**config.mk**
```make
export PLATFORM = sky130hd
export DESIGN_NAME = integrate_fire_neuron_top
export DESIGN_NICKNAME = d
export VERILOG_FILES = /design/src/rtl/ifn_pkg.sv /design/src/rtl/ifn_ram.sv /design/src/rtl/ifn_mac.sv /design/src/rtl/integrate_fire_neuron_top.sv
export SDC_FILE = /design/constraint.sdc
export NUM_CORES = 1
export LEC_CHECK = 0
export ABC_AREA = 0
export BUFFER_PORTS_ARGS = -buffer_cell sky130_fd_sc_hd__buf_2
export CORE_ASPECT_RATIO = 0.9
export CORE_MARGIN = 2
export CORE_UTILIZATION = 45
export DETAILED_ROUTE_END_ITERATION = 8
export PLACE_DENSITY = 0.7
export SLEW_MARGIN = 10
export SYNTH_ARGS = -nofsm -noshare
export SYNTH_HDL_FRONTEND = slang
export SYNTH_SLANG_ARGS = --single-unit
```
**constraint.sdc**
```tcl
create_clock -name clock -period 17.9 [get_ports clock]
set_input_delay 1.79 -clock clock [delete_from_list [all_inputs] [get_ports clock]]
set_output_delay 1.79 -clock clock [all_outputs]
set_load 0.1 [all_outputs]
```
**src/rtl/ifn_pkg.sv**
```systemverilog
`timescale 1ns / 1ps

package ifn_pkg;

   // Opcodes of a request.
   localparam logic OP_TICK   = 1'b0;
   localparam logic OP_APPEND = 1'b1;

   // Source kinds of a synapse.
   localparam logic [1:0] SRC_NEURON = 2'd0;
   localparam logic [1:0] SRC_FOOD   = 2'd1;
   localparam logic [1:0] SRC_ENERGY = 2'd2;
   localparam logic [1:0] SRC_OTHER  = 2'd3;

   // Neuron kinds.
   localparam logic [2:0] KIND_PLAIN   = 3'd0;
   localparam logic [2:0] KIND_FORWARD = 3'd1;
   localparam logic [2:0] KIND_LEFT    = 3'd2;
   localparam logic [2:0] KIND_RIGHT   = 3'd3;
   localparam logic [2:0] KIND_FOOD    = 3'd4;
   localparam logic [2:0] KIND_ENERGY  = 3'd5;

   // Impulse codes.
   localparam logic [1:0] IMP_NONE    = 2'd0;
   localparam logic [1:0] IMP_FORWARD = 2'd1;
   localparam logic [1:0] IMP_LEFT    = 2'd2;
   localparam logic [1:0] IMP_RIGHT   = 2'd3;

   // Configuration register indexes.
   localparam int         CSR_INDEX_W   = 1;
   localparam logic       CSR_THRESHOLD = 1'b0;
   localparam logic       CSR_KIND      = 1'b1;

   localparam logic signed [31:0] THRESHOLD_RESET = 32'sd65536;

   // 1.0 in Q8.8, wide enough for one minus any sensor value.
   localparam logic signed [17:0] ONE_Q8_8 = 18'sd256;

   // Number of presynaptic fired bits carried by a request.
   localparam int PRESYN_BITS = 16;

   typedef struct packed {
      logic               opcode;
      logic [15:0]        presyn_fired;
      logic signed [15:0] food_level;
      logic signed [15:0] energy_level;
      logic signed [15:0] syn_weight;
      logic               syn_inverted;
      logic [1:0]         syn_source;
   } req_type;

   typedef struct packed {
      logic               fired;
      logic [1:0]         impulse;
      logic signed [31:0] potential;
      logic               table_full;
      logic [4:0]         synapse_count;
   } rsp_type;

   typedef struct packed {
      logic signed [15:0] weight;
      logic               inverted;
      logic [1:0]         source;
   } synapse_type;

   typedef struct packed {
      logic mul_en;
      logic acc_en;
      logic clear;
   } mac_ctl_type;

endpackage

```
**src/rtl/ifn_ram.sv**
```systemverilog
`timescale 1ns / 1ps

module ifn_ram #(
   parameter int WIDTH = 8,
   parameter int DEPTH = 16
) (
   input  logic                                      clock,
   input  logic                                      we,
   input  logic [((DEPTH > 1) ? $clog2(DEPTH) : 1)-1:0] waddr,
   input  logic [WIDTH-1:0]                          wdata,
   input  logic [((DEPTH > 1) ? $clog2(DEPTH) : 1)-1:0] raddr,
   output logic [WIDTH-1:0]                          rdata
);

   logic [WIDTH-1:0] mem [DEPTH];
   logic [WIDTH-1:0] rdata_ff;

   always_ff @(posedge clock) begin
      if (we) begin
         mem[waddr] <= wdata;
      end
      rdata_ff <= mem[raddr];
   end

   assign rdata = rdata_ff;

endmodule

```
**src/rtl/ifn_mac.sv**
```systemverilog
`timescale 1ns / 1ps

module ifn_mac import ifn_pkg::*; (
   input  logic               clock,
   input  logic               reset,
   input  mac_ctl_type        ctl,
   input  synapse_type        entry,
   input  logic               presyn_bit,
   input  logic signed [15:0] food,
   input  logic signed [15:0] energy,
   output logic signed [31:0] membrane
);

   logic signed [17:0] src_value;
   logic signed [17:0] term;
   logic signed [33:0] prod_in;
   logic signed [33:0] prod_ff;
   logic signed [34:0] sum;
   logic signed [31:0] membrane_in;
   logic signed [31:0] membrane_ff;

   // Source value in Q8.8, then the optional one-minus.
   always_comb begin
      case (entry.source)
         SRC_NEURON: src_value = presyn_bit ? ONE_Q8_8 : 18'sd0;
         SRC_FOOD:   src_value = 18'(food);
         SRC_ENERGY: src_value = 18'(energy);
         default:    src_value = 18'sd0;
      endcase
      term    = entry.inverted ? 18'(ONE_Q8_8 - src_value) : src_value;
      prod_in = term * $signed(entry.weight);
   end

   // Saturating add: overflow shows as the top four bits disagreeing.
   always_comb begin
      sum = 35'(membrane_ff) + 35'(prod_ff);
      membrane_in = membrane_ff;
      if (ctl.clear) begin
         membrane_in = 32'sd0;
      end else if (ctl.acc_en) begin
         if (sum[34:31] == 4'b0000 || sum[34:31] == 4'b1111) begin
            membrane_in = sum[31:0];
         end else if (sum[34]) begin
            membrane_in = {1'b1, 31'd0};
         end else begin
            membrane_in = {1'b0, {31{1'b1}}};
         end
      end
   end

   always_ff @(posedge clock) begin
      if (ctl.mul_en) begin
         prod_ff <= prod_in;
      end
   end

   always_ff @(posedge clock) begin
      if (reset) begin
         membrane_ff <= 32'sd0;
      end else begin
         membrane_ff <= membrane_in;
      end
   end

   assign membrane = membrane_ff;

endmodule

```
**src/rtl/integrate_fire_neuron_top.sv**
```systemverilog
`timescale 1ns / 1ps
// An append request, or a tick on which the neuron fired before, answers in the cycle after
// it is taken, and busy stays low, so such requests may follow every cycle.
// A tick that integrates stored synapses streams them through the table read, multiply and
// accumulate stages, answering once they drain; an empty table or sensor kind skips them.
// Busy is high until the answer; the sequencer state sets this. Reset is
// synchronous, active high: empty table, zero membrane and fired flag, threshold 1.0.

module integrate_fire_neuron_top import ifn_pkg::*; #(
   parameter int MAX_SYNAPSES = 16
) (
   input  logic                   clock,
   input  logic                   reset,
   input  logic                   start,
   output logic                   busy,
   input  req_type                req_data,
   output logic                   rsp_valid,
   output rsp_type                rsp_data,
   input  logic                   csr_we,
   input  logic [CSR_INDEX_W-1:0] csr_index,
   input  logic [31:0]            csr_wdata
);

   // Address width of the synapse table and width of the fill count.
   localparam int AW = (MAX_SYNAPSES > 1) ? $clog2(MAX_SYNAPSES) : 1;
   localparam int CW = $clog2(MAX_SYNAPSES + 1);

   typedef enum logic [2:0] {
      ST_IDLE = 3'b001,
      ST_RUN  = 3'b010,
      ST_WAIT = 3'b100
   } state_type;

   state_type state_ff, state_in;

   // Configuration registers.
   logic signed [31:0] threshold_ff;
   logic [2:0]         kind_ff;

   // Operands of the tick in progress, captured when the request is taken.
   logic [15:0]        presyn_ff, presyn_in;
   logic signed [15:0] food_ff, food_in;
   logic signed [15:0] energy_ff, energy_in;

   // Neuron and table state.
   logic               fired_ff, fired_in;
   logic [CW-1:0]      count_ff, count_in;

   // Sequencer: slot being read, and the valid flags of the read and multiply stages.
   logic [CW-1:0]      idx_ff, idx_in;
   logic [CW-1:0]      idx_next;
   logic               rd_v_ff, rd_v_in;
   logic [CW-1:0]      rd_idx_ff, rd_idx_in;
   logic               mul_v_ff;

   // Result register.
   logic               rsp_valid_ff, rsp_valid_in;
   rsp_type            rsp_data_ff, rsp_data_in;

   // Table and arithmetic unit connections.
   logic               tbl_we;
   synapse_type        tbl_wdata;
   synapse_type        tbl_rdata;
   logic [AW-1:0]      tbl_raddr;
   mac_ctl_type        mac_ctl;
   logic               presyn_bit;
   logic [6:0]         rd_idx_w;
   logic signed [31:0] membrane;

   logic               accept;
   logic               table_has_room;
   logic               integrates;
   logic               fire;
   logic [1:0]         impulse_code;

   assign busy   = (state_ff != ST_IDLE);
   assign accept = start && !busy;

   assign table_has_room = (count_ff < CW'(MAX_SYNAPSES));
   assign idx_next       = CW'(idx_ff + 1'b1);

   // Sensor kinds only compare against the threshold; every other kind integrates.
   assign integrates = !(kind_ff == KIND_FOOD || kind_ff == KIND_ENERGY);

   // Activator kinds report their direction when they fire.
   always_comb begin
      case (kind_ff)
         KIND_FORWARD: impulse_code = IMP_FORWARD;
         KIND_LEFT:    impulse_code = IMP_LEFT;
         KIND_RIGHT:   impulse_code = IMP_RIGHT;
         default:      impulse_code = IMP_NONE;
      endcase
   end

   // Slots beyond the width of the presynaptic vector see a zero fired bit.
   assign rd_idx_w   = 7'(rd_idx_ff);
   assign presyn_bit = (rd_idx_w < 7'(PRESYN_BITS)) ? presyn_ff[rd_idx_w[3:0]] : 1'b0;

   assign tbl_wdata.weight   = req_data.syn_weight;
   assign tbl_wdata.inverted = req_data.syn_inverted;
   assign tbl_wdata.source   = req_data.syn_source;
   assign tbl_raddr          = idx_ff[AW-1:0];

   // The threshold compare happens once the accumulation pipeline has drained.
   assign fire = (state_ff == ST_WAIT) && !rd_v_ff && !mul_v_ff && (membrane >= threshold_ff);

   assign mac_ctl.mul_en = rd_v_ff;
   assign mac_ctl.acc_en = mul_v_ff;
   assign mac_ctl.clear  = fire;

   always_comb begin
      state_in     = state_ff;
      presyn_in    = presyn_ff;
      food_in      = food_ff;
      energy_in    = energy_ff;
      fired_in     = fired_ff;
      count_in     = count_ff;
      idx_in       = idx_ff;
      rd_v_in      = 1'b0;
      rd_idx_in    = rd_idx_ff;
      tbl_we       = 1'b0;
      rsp_valid_in = 1'b0;
      rsp_data_in  = rsp_data_ff;

      case (state_ff)
         ST_IDLE: begin
            if (accept) begin
               rsp_data_in.impulse    = IMP_NONE;
               rsp_data_in.potential  = membrane;
               rsp_data_in.table_full = 1'b0;
               if (req_data.opcode == OP_APPEND) begin
                  // An append either fills the next slot or is refused when the table is full.
                  if (table_has_room) begin
                     tbl_we   = 1'b1;
                     count_in = CW'(count_ff + 1'b1);
                  end else begin
                     rsp_data_in.table_full = 1'b1;
                  end
                  rsp_valid_in              = 1'b1;
                  rsp_data_in.fired         = fired_ff;
                  rsp_data_in.synapse_count = 5'(count_in);
               end else if (fired_ff) begin
                  // The tick after a firing only clears the fired flag.
                  fired_in                  = 1'b0;
                  rsp_valid_in              = 1'b1;
                  rsp_data_in.fired         = 1'b0;
                  rsp_data_in.synapse_count = 5'(count_ff);
               end else begin
                  presyn_in = req_data.presyn_fired;
                  food_in   = req_data.food_level;
                  energy_in = req_data.energy_level;
                  idx_in    = '0;
                  if (integrates && count_ff != '0) begin
                     state_in = ST_RUN;
                  end else begin
                     state_in = ST_WAIT;
                  end
               end
            end
         end
         ST_RUN: begin
            // One table read per cycle feeds the multiplier stage.
            rd_v_in   = 1'b1;
            rd_idx_in = idx_ff;
            idx_in    = idx_next;
            if (idx_next == count_ff) begin
               state_in = ST_WAIT;
            end
         end
         ST_WAIT: begin
            if (!rd_v_ff && !mul_v_ff) begin
               rsp_valid_in              = 1'b1;
               rsp_data_in.fired         = fire;
               rsp_data_in.impulse       = fire ? impulse_code : IMP_NONE;
               rsp_data_in.potential     = fire ? 32'sd0 : membrane;
               rsp_data_in.table_full    = 1'b0;
               rsp_data_in.synapse_count = 5'(count_ff);
               fired_in                  = fire;
               state_in                  = ST_IDLE;
            end
         end
         default: begin
            state_in = ST_IDLE;
         end
      endcase
   end

   always_ff @(posedge clock) begin
      if (reset) begin
         state_ff     <= ST_IDLE;
         threshold_ff <= THRESHOLD_RESET;
         kind_ff      <= KIND_PLAIN;
         fired_ff     <= 1'b0;
         count_ff     <= '0;
         idx_ff       <= '0;
         rd_v_ff      <= 1'b0;
         mul_v_ff     <= 1'b0;
         rsp_valid_ff <= 1'b0;
      end else begin
         state_ff     <= state_in;
         fired_ff     <= fired_in;
         count_ff     <= count_in;
         idx_ff       <= idx_in;
         rd_v_ff      <= rd_v_in;
         mul_v_ff     <= rd_v_ff;
         rsp_valid_ff <= rsp_valid_in;
         if (csr_we) begin
            case (csr_index)
               CSR_THRESHOLD: threshold_ff <= csr_wdata;
               CSR_KIND:      kind_ff      <= csr_wdata[2:0];
               default:       kind_ff      <= kind_ff;
            endcase
         end
      end
   end

   always_ff @(posedge clock) begin
      presyn_ff   <= presyn_in;
      food_ff     <= food_in;
      energy_ff   <= energy_in;
      rd_idx_ff   <= rd_idx_in;
      rsp_data_ff <= rsp_data_in;
   end

   // Synapse table: written at the fill count, read by the sequencer one slot per cycle.
   ifn_ram #(
      .WIDTH ($bits(synapse_type)),
      .DEPTH (MAX_SYNAPSES)
   ) u_table (
      .clock (clock),
      .we    (tbl_we),
      .waddr (count_ff[AW-1:0]),
      .wdata (tbl_wdata),
      .raddr (tbl_raddr),
      .rdata (tbl_rdata)
   );

   // Shared multiply-accumulate unit; it also holds the membrane potential.
   ifn_mac u_mac (
      .clock      (clock),
      .reset      (reset),
      .ctl        (mac_ctl),
      .entry      (tbl_rdata),
      .presyn_bit (presyn_bit),
      .food       (food_ff),
      .energy     (energy_ff),
      .membrane   (membrane)
   );

   assign rsp_valid = rsp_valid_ff;
   assign rsp_data  = rsp_data_ff;

   // The fill count never passes the table depth.
   a_count_bound: assert property (@(posedge clock) disable iff (reset)
      count_ff <= CW'(MAX_SYNAPSES))
      else $error("synapse count exceeds table depth");

   // The sequencer only reads slots that have been written.
   a_read_in_table: assert property (@(posedge clock) disable iff (reset)
      state_ff == ST_RUN |-> idx_ff < count_ff)
      else $error("sequencer reads beyond the fill count");

   // Work in the accumulation pipeline only exists while a tick is in progress.
   a_pipe_busy: assert property (@(posedge clock) disable iff (reset)
      (rd_v_ff || mul_v_ff) |-> (state_ff == ST_RUN || state_ff == ST_WAIT))
      else $error("accumulation pipeline active while idle");

   // An impulse is only reported together with a firing that cleared the potential.
   a_impulse_fires: assert property (@(posedge clock) disable iff (reset)
      (rsp_valid_ff && rsp_data_ff.impulse != IMP_NONE)
         |-> (rsp_data_ff.fired && rsp_data_ff.potential == 32'sd0))
      else $error("impulse without firing");

endmodule
```
==> results list, run 1 <==
- Entering global routing, the biggest net connects 62 pins.
* Most common library cell in the layout ignoring fill and taps: edfxtp_1
* Commonest cells after routing, fill and taps aside: 432 x edfxtp_1, 393 x inv_1, 292 x fa_1
* Wire length per cell after detailed routing: just over 20 µm
- Setup repair after global routing missed its margin: no
- Overflow after GRT: 0
- Number of global-route vias before repair: 21,900
* Worst min-delay path category: flop to flop
- Setup TNS after final layout: 0 ps
- The die is a little under 300 µm wide.
- Die area: between 0.07 and 0.08 mm²
- Endpoint arrival time on the critical path: around 9500 ps
* Total standard cell area after synthesis: ~0.033 mm²
- The number of endpoints with negative hold slack in the final report was 0.
- The first global-routing pass estimated 122 mm of wire.
- The worst register-to-register path ends at u_mac.prod_ff[30]$_DFFE_PP_.
* Layout cells sized above 1: 0.144
- Using the TritonRoute via totals, the vias-per-cell ratio works out to roughly 5.4.
* Buffers on Ports: ~150
* Required arrival time at the worst endpoint: between 15,000 and 20,000 ps
* Logic depth of the worst register-to-register path: 29
- For this run, the register share of the synthesized area comes to 0.450.
- After clock tree synthesis, the clock-pin slew on the worst setup and hold paths is 60 ps.
- Worst min-delay path startpoint: threshold_ff[14]$_SDFFE_PP0P_
- Slack of the worst reg-to-reg path: between 8000 and 9000 ps
- In this run the number of H-tree levels came out at 2.
* Ys flop type: edfxtp_1
- The largest single stage delay on the critical path is approximately 800 ps.
- Across the run, the number of max-cap violations was 0.
- CP endpoint kind: flop
* Distinct cell type count after synthesis: 80
* Drt first-iter violations: roughly 1,500
- The first detailed-routing pass ran for 7 iterations.
- Number of enable flip-flop cells after synthesis: ~430
- Total setup violations reported at the end of the flow: 0
- Estimated wirelength of the detail-placed design: 55.0 mm
- The critical path contains buffers and inverters numbering 5 combined.
* Synthesis-to-finish area growth: 11.4%
- Row count: 94
- Wire length reported by the detailed router: about 78 mm
* Core ar.: 0.0733 mm²
- Max-slew violation total from the final report: 0
* Net total in the final layout: 3,390
- Yosys Warn Count: 0
- Effective utilization at floorplan: 0.456
* Minimum clock period after layout: about 9000 ps
- Achievable clock frequency: about 110 MHz
- Skew-Pair Late Insertion Delay: approximately 650 ps
* Height of the chip: about 260 µm
- Summing over every cut layer, the via total after detailed routing is between 20,000 and 25,000.
- The number of nets in the synthesized netlist is between 3,000 and 4,000.
* Worst r2r src: u_table.rdata[0]$_DFF_P_
- Finished Core Util: 0.508
- Slowest cell on crit path: o21bai_1
* Clock root buffer: clkbuf_16
- Resized cells post-CTS: 0
- GRT Resource Usage Total: 0.203
- TritonCTS built the clock tree.
- The flow ran to the end, and the final reports show no timing, DRC or antenna violations.
- Averaged over all synthesized cells, the footprint is 12.4 µm².
- CP Launch Type: flop
* Cell class contributing the biggest share of worst-path delay: adder cells
- Cts bufs inserted: 56
* Worst-path maximum fanout: 18
- The worst path meets setup with 8780 ps of slack.
* Top-level I/O count: 148
- Of the available clock period, the critical path in the final layout requires 0.509.
- The clock drives 535 sinks.
- DRC violations left: 0
* Worst hold path endpoint: threshold_ff[14]$_SDFFE_PP0P_
* Post-Place Worst Slack: roughly 8900 ps
* Number of instances in the synthesized netlist: between 2,000 and 3,000
- The critical path is of the flop to flop type.
- Clock skew on the completed layout was measured at approximately 73 ps.
- Number of synthesized register bits: around 540
- Measured slew at the worst slew-check pin: 1120 ps
- After clock tree synthesis, the setup repair step added 0 buffers.
- Along the worst hold path, the cell count comes to 2.
- GP Congestion: about 0.92
* Initial antenna violation count: 6
* Cell seen most often among critical-path stages: fa_1
- Post-detailed-route count of antenna-violating nets: 0
* Fraction of registers with async set/reset: 0
- The clock passes through at most 3 buffers.
- The worst pin sits at a relative slew slack of 0.250.
- Hold-fix buffers at CTS: 0
## registers in the layout, indices dropped and copies added (netlist names), 16 cells and up
name,count
rsp_data,41
food_ff,16
u_table.rdata,19
threshold_ff,32
energy_ff,16
u_table.mem,304
u_mac.membrane,32
u_mac.prod_ff,34
presyn_ff,16
## stage by stage
stage | cells | hold slack [ps] | area (µm²)
6_report | 3846 | 454 | 37200
2_1_floorplan | 2695 | 406 | 33400
3_5_place_dp | 3737 | 447 | 35300
3_3_place_gp | 3737 | 440 | 35300
5_1_grt | 3844 | 470 | 37200
4_1_cts | 3843 | 456 | 37200
## how the worst max path moves through the flow
stage	cells past startpoint	end	from	slack (ps)
2_1_floorplan	29	u_mac.prod_ff[33]$_DFFE_PP_	rd_idx_ff[0]$_DFFE_PP_	10110
3_3_place_gp	29	u_mac.prod_ff[30]$_DFFE_PP_	u_table.rdata[0]$_DFF_P_	9130
3_5_place_dp	29	u_mac.prod_ff[30]$_DFFE_PP_	u_table.rdata[0]$_DFF_P_	8890
4_1_cts	29	u_mac.prod_ff[30]$_DFFE_PP_	u_table.rdata[0]$_DFF_P_	8810
5_1_grt	29	u_mac.prod_ff[30]$_DFFE_PP_	u_table.rdata[1]$_DFF_P_	8160
6_report	29	u_mac.prod_ff[30]$_DFFE_PP_	u_table.rdata[0]$_DFF_P_	8780
## worst reg2reg max path, delay by kind of cell (launching register included)
family	cells	cell delay [ps]
AND/OR/NAND/NOR	6	1040
flip-flops	1	390
adder cells (fa/ha/maj)	7	3540
buffers and inverters	5	640
AO/OA/AOI/OAI	10	3190
XOR/XNOR	1	80
## cell families after synthesis
family,count (synthesis),synth area share
multiplexers,103,0.0687
AO/OA/AOI/OAI,338,0.0662
XOR/XNOR,96,0.0254
flip-flops,535,0.450
adder cells (fa/ha/maj),449,0.234
AND/OR/NAND/NOR,675,0.0984
buffers and inverters,499,0.0579
## Yosys cell counts, types with 4 or more instances
cell        n  share of area
edfxtp_1  432           0.39
inv_1     393          0.044
fa_1      292           0.17
nand2_1   275          0.031
ha_1      157          0.059
and2_1    132          0.025
a21oi_1   117          0.018
dfxtp_1   103          0.062
nor2_1     98          0.011
mux4_2     96          0.065
clkbuf_1   73         0.0082
xnor2_1    57          0.015
o21ai_0    56         0.0084
nor2b_1    46         0.0086
xor2_1     38          0.010
a21o_1     30         0.0067
a311oi_1   30         0.0079
nand3_1    26         0.0039
nor3_1     20         0.0030
nand2b_1   17         0.0032
nand4_1    16         0.0030
and3_1     14         0.0026
buf_1      12         0.0013
buf_2      11         0.0016
o21bai_1   10         0.0022
a22oi_1     9         0.0020
o21a_1      9         0.0020
a211oi_1    8         0.0018
a22o_1      7         0.0018
a31oi_1     7         0.0013
buf_4       7         0.0016
and4_1      6         0.0016
o31ai_1     6         0.0013
o21ai_1     5        0.00075
mux4_1      4         0.0031
o211ai_1    4        0.00090
o22ai_1     4        0.00075
or3_1       4        0.00075
## area by class of cell
type,instances,area [µm²]
diodes,2,5.00
fillers,6176,36000
flip-flops and latches,535,15000
multi-input cells,1661,16500
clock buffers,67,1480
well taps,960,1200
repair buffers,189,1060
clock inverters,39,439
inverters,393,1480
## per-layer routing
layer | track usage | vias up | part of all wire | wire length, µm
met5 | 0 | - | 0.00044 | 34
met3 | 0.0371 | 137 | 0.065 | 5070
met4 | 0.0613 | 6 | 0.028 | 2160
met1 | 0.263 | 10600 | 0.40 | 31300
met2 | 0.348 | 671 | 0.50 | 39000
li1 | - | 9504 | - | -
Power of run 1 is left out: the tool's default activity adds up to more than one toggle a clock period on the data nets, which glitch-free logic cannot reach.
==> run 2, diff against run 1 <==
- clock period: 17.9 -> 8.4 ns (I/O delays scaled with it)
==> results list, run 2 (synthesized netlist as in run 1, its figures left out) <==
- Status: completed
- Setup violations remaining at the end of the flow were counted as 0.
- around 150 I/O pins were placed.
* Vias per cell: between 5 and 6
- Slack of the worst reg-to-reg path: about 260 ps
* Total number of clock tree sinks: ~540
- Height of the chip: 263 µm
- Die outline width: approximately 300 µm
* Achievable clock frequency: about 120 MHz
* Worst reg2reg endpoint: u_mac.prod_ff[33]$_DFFE_PP_
* Commonest cells after routing, fill and taps aside: 432 x edfxtp_1, 392 x inv_1, 289 x fa_1
- Clock root buffer: clkbuf_16
- TritonCTS built the clock tree.
- The floorplan step defined a core boundary enclosing 0.0733 mm².
- Between clock sinks in the finished design, the worst skew comes to about 47 ps.
* Wire length of the first global-routing pass: 122 mm
- Slew headroom: 0.244
- The worst setup path is launched from a flop.
- Fill cell count: around 6,000
- The later pin in the worst-skew pair is clocked with a latency of 640 ps.
- Buffers inserted during clock tree synthesis total 55.
- Wire length per cell after detailed routing: 19.9 µm
- Total number of H-tree levels: 2
- The number of global-route vias before repair came to 22,100.
- Endpoint arrival time on the critical path: roughly 8500 ps
* Initial antenna violation count: 4
* Hold Slack: 389 ps
- Net total in the final layout: roughly 3,500
- Reg clk slew, reported paths: roughly 60 ps
- Counting instances, the worst hold path has a depth of 1.
- Worst min-delay path category: input port to flop
- In this design, the stage delay of the slowest critical-path cell is just over 600 ps.
* Cell class contributing the biggest share of worst-path delay: adder cells
- The clock period could shrink to between 8000 and 9000 ps.
* Max-slew violation total from the final report: 0
- Number of flip-flops under the largest register name: a little over 300
* Placed cells: between 3,000 and 4,000
- Final hold viol count: 0
- Maximum count of clock buffers along a single path: 3
* Pin count of the biggest net entering global routing: 71
- Overflow after GRT: 0
- GP Congestion: 0.899
- CP endpoint kind: flop
- Dividing the final minimum period by the clock period gives 0.969.
* Post-route non-filler standard cell count: approximately 3,900
- Die area: about 0.076 mm²
- Post-detailed-route count of antenna-violating nets: 0
- DRC violations left: 0
- Row count: 94
- Wire length reported by the detailed router: approximately 78 mm
* Register with the most flip-flops: u_table.mem
- For the pin with the worst max-slew slack, the measured transition is approximately 1100 ps.
- Buffers on Ports: 147
- For this run, the detailed router's first-pass iteration total came to 5.
* Layout cells sized above 1: 0.169
* Most common library cell in the layout ignoring fill and taps: edfxtp_1
- The critical path is of the flop to flop type.
- Effective utilization at floorplan: 0.456
- Counting both buffers and inverters, the worst setup path holds a total of 10.
* Estimated wirelength of the detail-placed design: roughly 56 mm
- Compared with the post-synthesis result, the final layout area differs by 13.1%.
- Counting stages on the worst path, the most repeated cell is fa_1.
- Slowest cell on crit path: mux4_2
- Worst-path maximum fanout: 11
- The path with the worst hold slack has its endpoint at food_ff[11]$_DFFE_PP_.
- The worst hold path begins at req_data[46].
- Worst r2r src: rd_idx_ff[0]$_DFFE_PP_
* Max-Cap Viols: 0
- GRT Resource Usage Total: 0.203
* Setup repair after global routing missed its margin: yes
- After the first detailed-routing iteration, the DRC count stood at roughly 1,600.
- For the final routed database, the setup TNS stands at 0 ps.
- The number of cells on the worst reg-to-reg path is 34.
- Required arrival time at the worst endpoint: roughly 8800 ps
- The routed layout has around 21,000 vias.
==> run 2: cell count changes in the layout (fill, tap and decap cells not counted), sizes merged <==
| cell | delta |
|---|---|
| clkbuf | +8 |
| clkinv | -5 |
| buf | +64 |
| inv | -1 |
| diode | -1 |
| clkinvlp | -3 |
| bufinv | -2 |
==> run 2: how the worst max path moves through the flow <==
stage	startpoint	end	slack (ps)	cells past startpoint
after floorplan	rd_idx_ff[0]$_DFFE_PP_	u_mac.prod_ff[33]$_DFFE_PP_	610	29
after global placement	rd_idx_ff[0]$_DFFE_PP_	u_mac.prod_ff[33]$_DFFE_PP_	50	29
after detailed placement	rd_idx_ff[0]$_DFFE_PP_	u_mac.prod_ff[30]$_DFFE_PP_	-120	33
after CTS	rd_idx_ff[0]$_DFFE_PP_	u_mac.prod_ff[22]$_DFFE_PP_	10	34
after global routing	rd_idx_ff[0]$_DFFE_PP_	u_mac.prod_ff[33]$_DFFE_PP_	-30	34
final	rd_idx_ff[0]$_DFFE_PP_	u_mac.prod_ff[33]$_DFFE_PP_	260	34
==> run 2: final cells by class <==
cell class              instances  area (µm²)  area share
diodes                          1        2.50   0.0000662
inverters                     393        1480      0.0390
repair buffers                253        1580      0.0419
clock buffers                  75        1500      0.0397
flip-flops and latches        535       15000       0.398
multi-input cells            1661       16700       0.441
clock inverters                28         304     0.00805
well taps                     960        1200      0.0318
==> run 2: repair_timing <==
item / CTS / global route
buffers inserted: 1 / 10
pin swaps: 0 / 26
resized for setup: 2 / 55
cloned: 0 / 0
hold buffers: 0 / 0
endpoints found under the setup margin: 5 / 11
==> run 2: metrics by stage <==
step / area [µm²] / utilization / setup WS, ps
floorplan: 33400 / - / 614
global placement: 35700 / 0.487 / 48.3
detailed placement: 35700 / 0.487 / -117
CTS: 37500 / 0.512 / 11.8
global route: 37800 / 0.516 / -27.1
finish: 37800 / 0.516 / 258
==> run 2: worst reg2reg max path, delay by kind of cell (launching register included) <==
family	cells	cell delay (ps)
buf+inv	10	1080
flops	1	340
xor+xnor	2	240
fa+ha+maj	7	3200
simple gates	5	530
mux	2	1150
compound gates	8	1400
==> run 2: per-layer routing <==
metal / track usage / wire (µm) / vias up / part of all wire
met1: 0.271 / 33000 / 10600 / 0.42
met2: 0.348 / 38600 / 661 / 0.50
li1: - / - / 9619 / -
met3: 0.0248 / 4070 / 140 / 0.052
met4: 0.0576 / 2050 / 4 / 0.026
met5: 0 / 25 / - / 0.00032
Power of run 2 is left out for the same reason.
==> run 3, diff against run 2 <==
- GPL_TIMING_DRIVEN: unset -> 0
==> results list, run 3 (synthesized netlist as in run 1, its figures left out) <==
* Required arrival time at the worst endpoint: about 8700 ps
- Measured slew at the worst slew-check pin: ~1300 ps
- Using the TritonRoute via totals, the vias-per-cell ratio works out to between 5 and 6.
- For this run, the number of standard cells in the final layout without fillers is 3,954.
* GP Congestion: around 0.96
* Slowest cell on crit path: mux4_2
* Overflow after GRT: 0
- For this configuration, the core starts out at a cell density of 0.456.
* Die outline width: ~290 µm
* Top-level I/O count: 148
- The number of placed instances, taps included, is between 3,000 and 4,000.
* Endpoint arrival time on the critical path: 8910 ps
- Net total in the final layout: about 3,500
* Reg clk slew, reported paths: 60 ps
- Worst setup margin: -192 ps
- The number of pins with negative max-slew slack in the final report was 0.
* Hold Slack: 376 ps
* CP endpoint kind: flop
- Worst-path maximum fanout: 5
- Measured against its own limit, the worst slew margin works out to 0.149.
* GRT Resource Usage Total: 0.216
- Vias post-DR: ~21,000
- Worst min-delay path category: input port to flop
- Cts bufs inserted: between 50 and 60
- Setup violations remaining at the end of the flow were counted as 4.
- Cell class contributing the biggest share of worst-path delay: adder cells
* Total number of H-tree levels: 2
- Clock root buffer: clkbuf_16
- The die is about 260 µm tall.
- In the final layout, the share of cells above drive strength 1 is 0.177.
* Fill cell count: roughly 6,200
- DRC violations left: 0
- Subtracting the final worst setup slack from the clock period gives between 8000 and 9000 ps.
* Pin count of the biggest net entering global routing: 38
- Skew-Pair Late Insertion Delay: ~640 ps
- Wire length per cell after detailed routing: 21.0 µm
- In this run the standard cell core region covers about 0.073 mm².
- Wire length of the first global-routing pass: around 130 mm
- The longest clock path from root to sink contains 3 buffers.
- The cell that appears most often on the critical path is fa_1.
- Post-detailed-route count of antenna-violating nets: 0
- Wire length reported by the detailed router: 82.9 mm
* Total number of clock tree sinks: around 540
- The critical path contains buffers and inverters numbering 7 combined.
- Synthesis-to-finish area growth: 14.7%
- Leaving out fill and tap cells, the most frequent cells in the layout are 432 x edfxtp_1, 385 x inv_1, 281 x fa_1.
- Across the run, the number of max-cap violations was 0.
- Maximum cell stage delay along the critical path: 560 ps
* Final Cycle Share: 1.02
* Clock tree from TritonCTS: done
- The die covers ~0.076 mm².
* Estimated wirelength of the detail-placed design: between 50 and 60 mm
* Violations in the final reports: negative setup slack
* Row count: 94
- The worst setup path is of the flop to flop kind.
- Setup repair after global routing could not meet its margin everywhere.
* CP Launch Type: flop
- The detailed router finished its first iteration with around 1,800 violations.
* Buffers on Ports: about 150
- Most common library cell in the layout ignoring fill and taps: edfxtp_1
* Number of flip-flops under the largest register name: approximately 300
* Register with the most flip-flops: u_table.mem
- Achievable clock frequency: around 120 MHz
* Final hold viol count: 0
- Status: finished, violations left
- Clock skew on the completed layout was measured at around 57 ps.
* Initial antenna violation count: 3
- The number of global-route vias before repair came to approximately 22,000.
- Number of detailed-routing iterations run before antenna repair: 5
[run 3: stage by stage]
stage	cell area [µm²]	util	setup slack [ps]	TNS (ps)
floorplan	33400	-	614	0
global placement	35400	0.482	-1620	-16640
detailed placement	35400	0.483	-1670	-18140
CTS	38000	0.519	-184	-509
global route	38400	0.523	-427	-1990
finish	38400	0.523	-192	-494
[run 3: per-layer routing]
layer	track usage	vias up	routed length, µm
met5	0	-	7
met4	0.0690	2	2510
met3	0.0326	152	5310
met2	0.356	746	40400
met1	0.294	10800	34700
li1	-	9713	-
[run 3: area by class of cell]
type                       instances  area (µm²)  share of cell area
antenna                            1        2.50           0.0000652
buffer                           106         531              0.0138
clock buffer                      74        1480              0.0385
clock inverter                    29         369             0.00962
inverter                         393        1480              0.0386
multi-input combinational       1661       17100               0.446
sequential                       535       15000               0.392
tap                              960        1200              0.0313
timing repair buffer             195        1160              0.0304
[run 3: path summary, 6_finish.rpt]
| check | start | endpoint | slack, ps | depth (start not counted) |
|---|---|---|---|---|
| setup / recovery | rd_idx_ff[0]$_DFFE_PP_ | u_mac.prod_ff[30]$_DFFE_PP_ | -190 | 32 |
| hold / removal | req_data[64] | presyn_ff[13]$_DFFE_PP_ | 380 | 1 |
| setup reg to reg | rd_idx_ff[0]$_DFFE_PP_ | u_mac.prod_ff[30]$_DFFE_PP_ | -190 | 32 |
| hold reg to reg | idx_ff[2]$_SDFFE_PP0P_ | rd_idx_ff[2]$_DFFE_PP_ | 430 | 0 |
[run 3: repair_timing]
action | in CTS | in global routing
hold buffers | 0 | 0
setup endpoints to repair | 20 | 15
resized for setup | 112 | 55
setup buffers | 30 | 17
pin swaps | 56 | 64
cloned | 1 | 0
Power of run 3 is left out for the same reason.
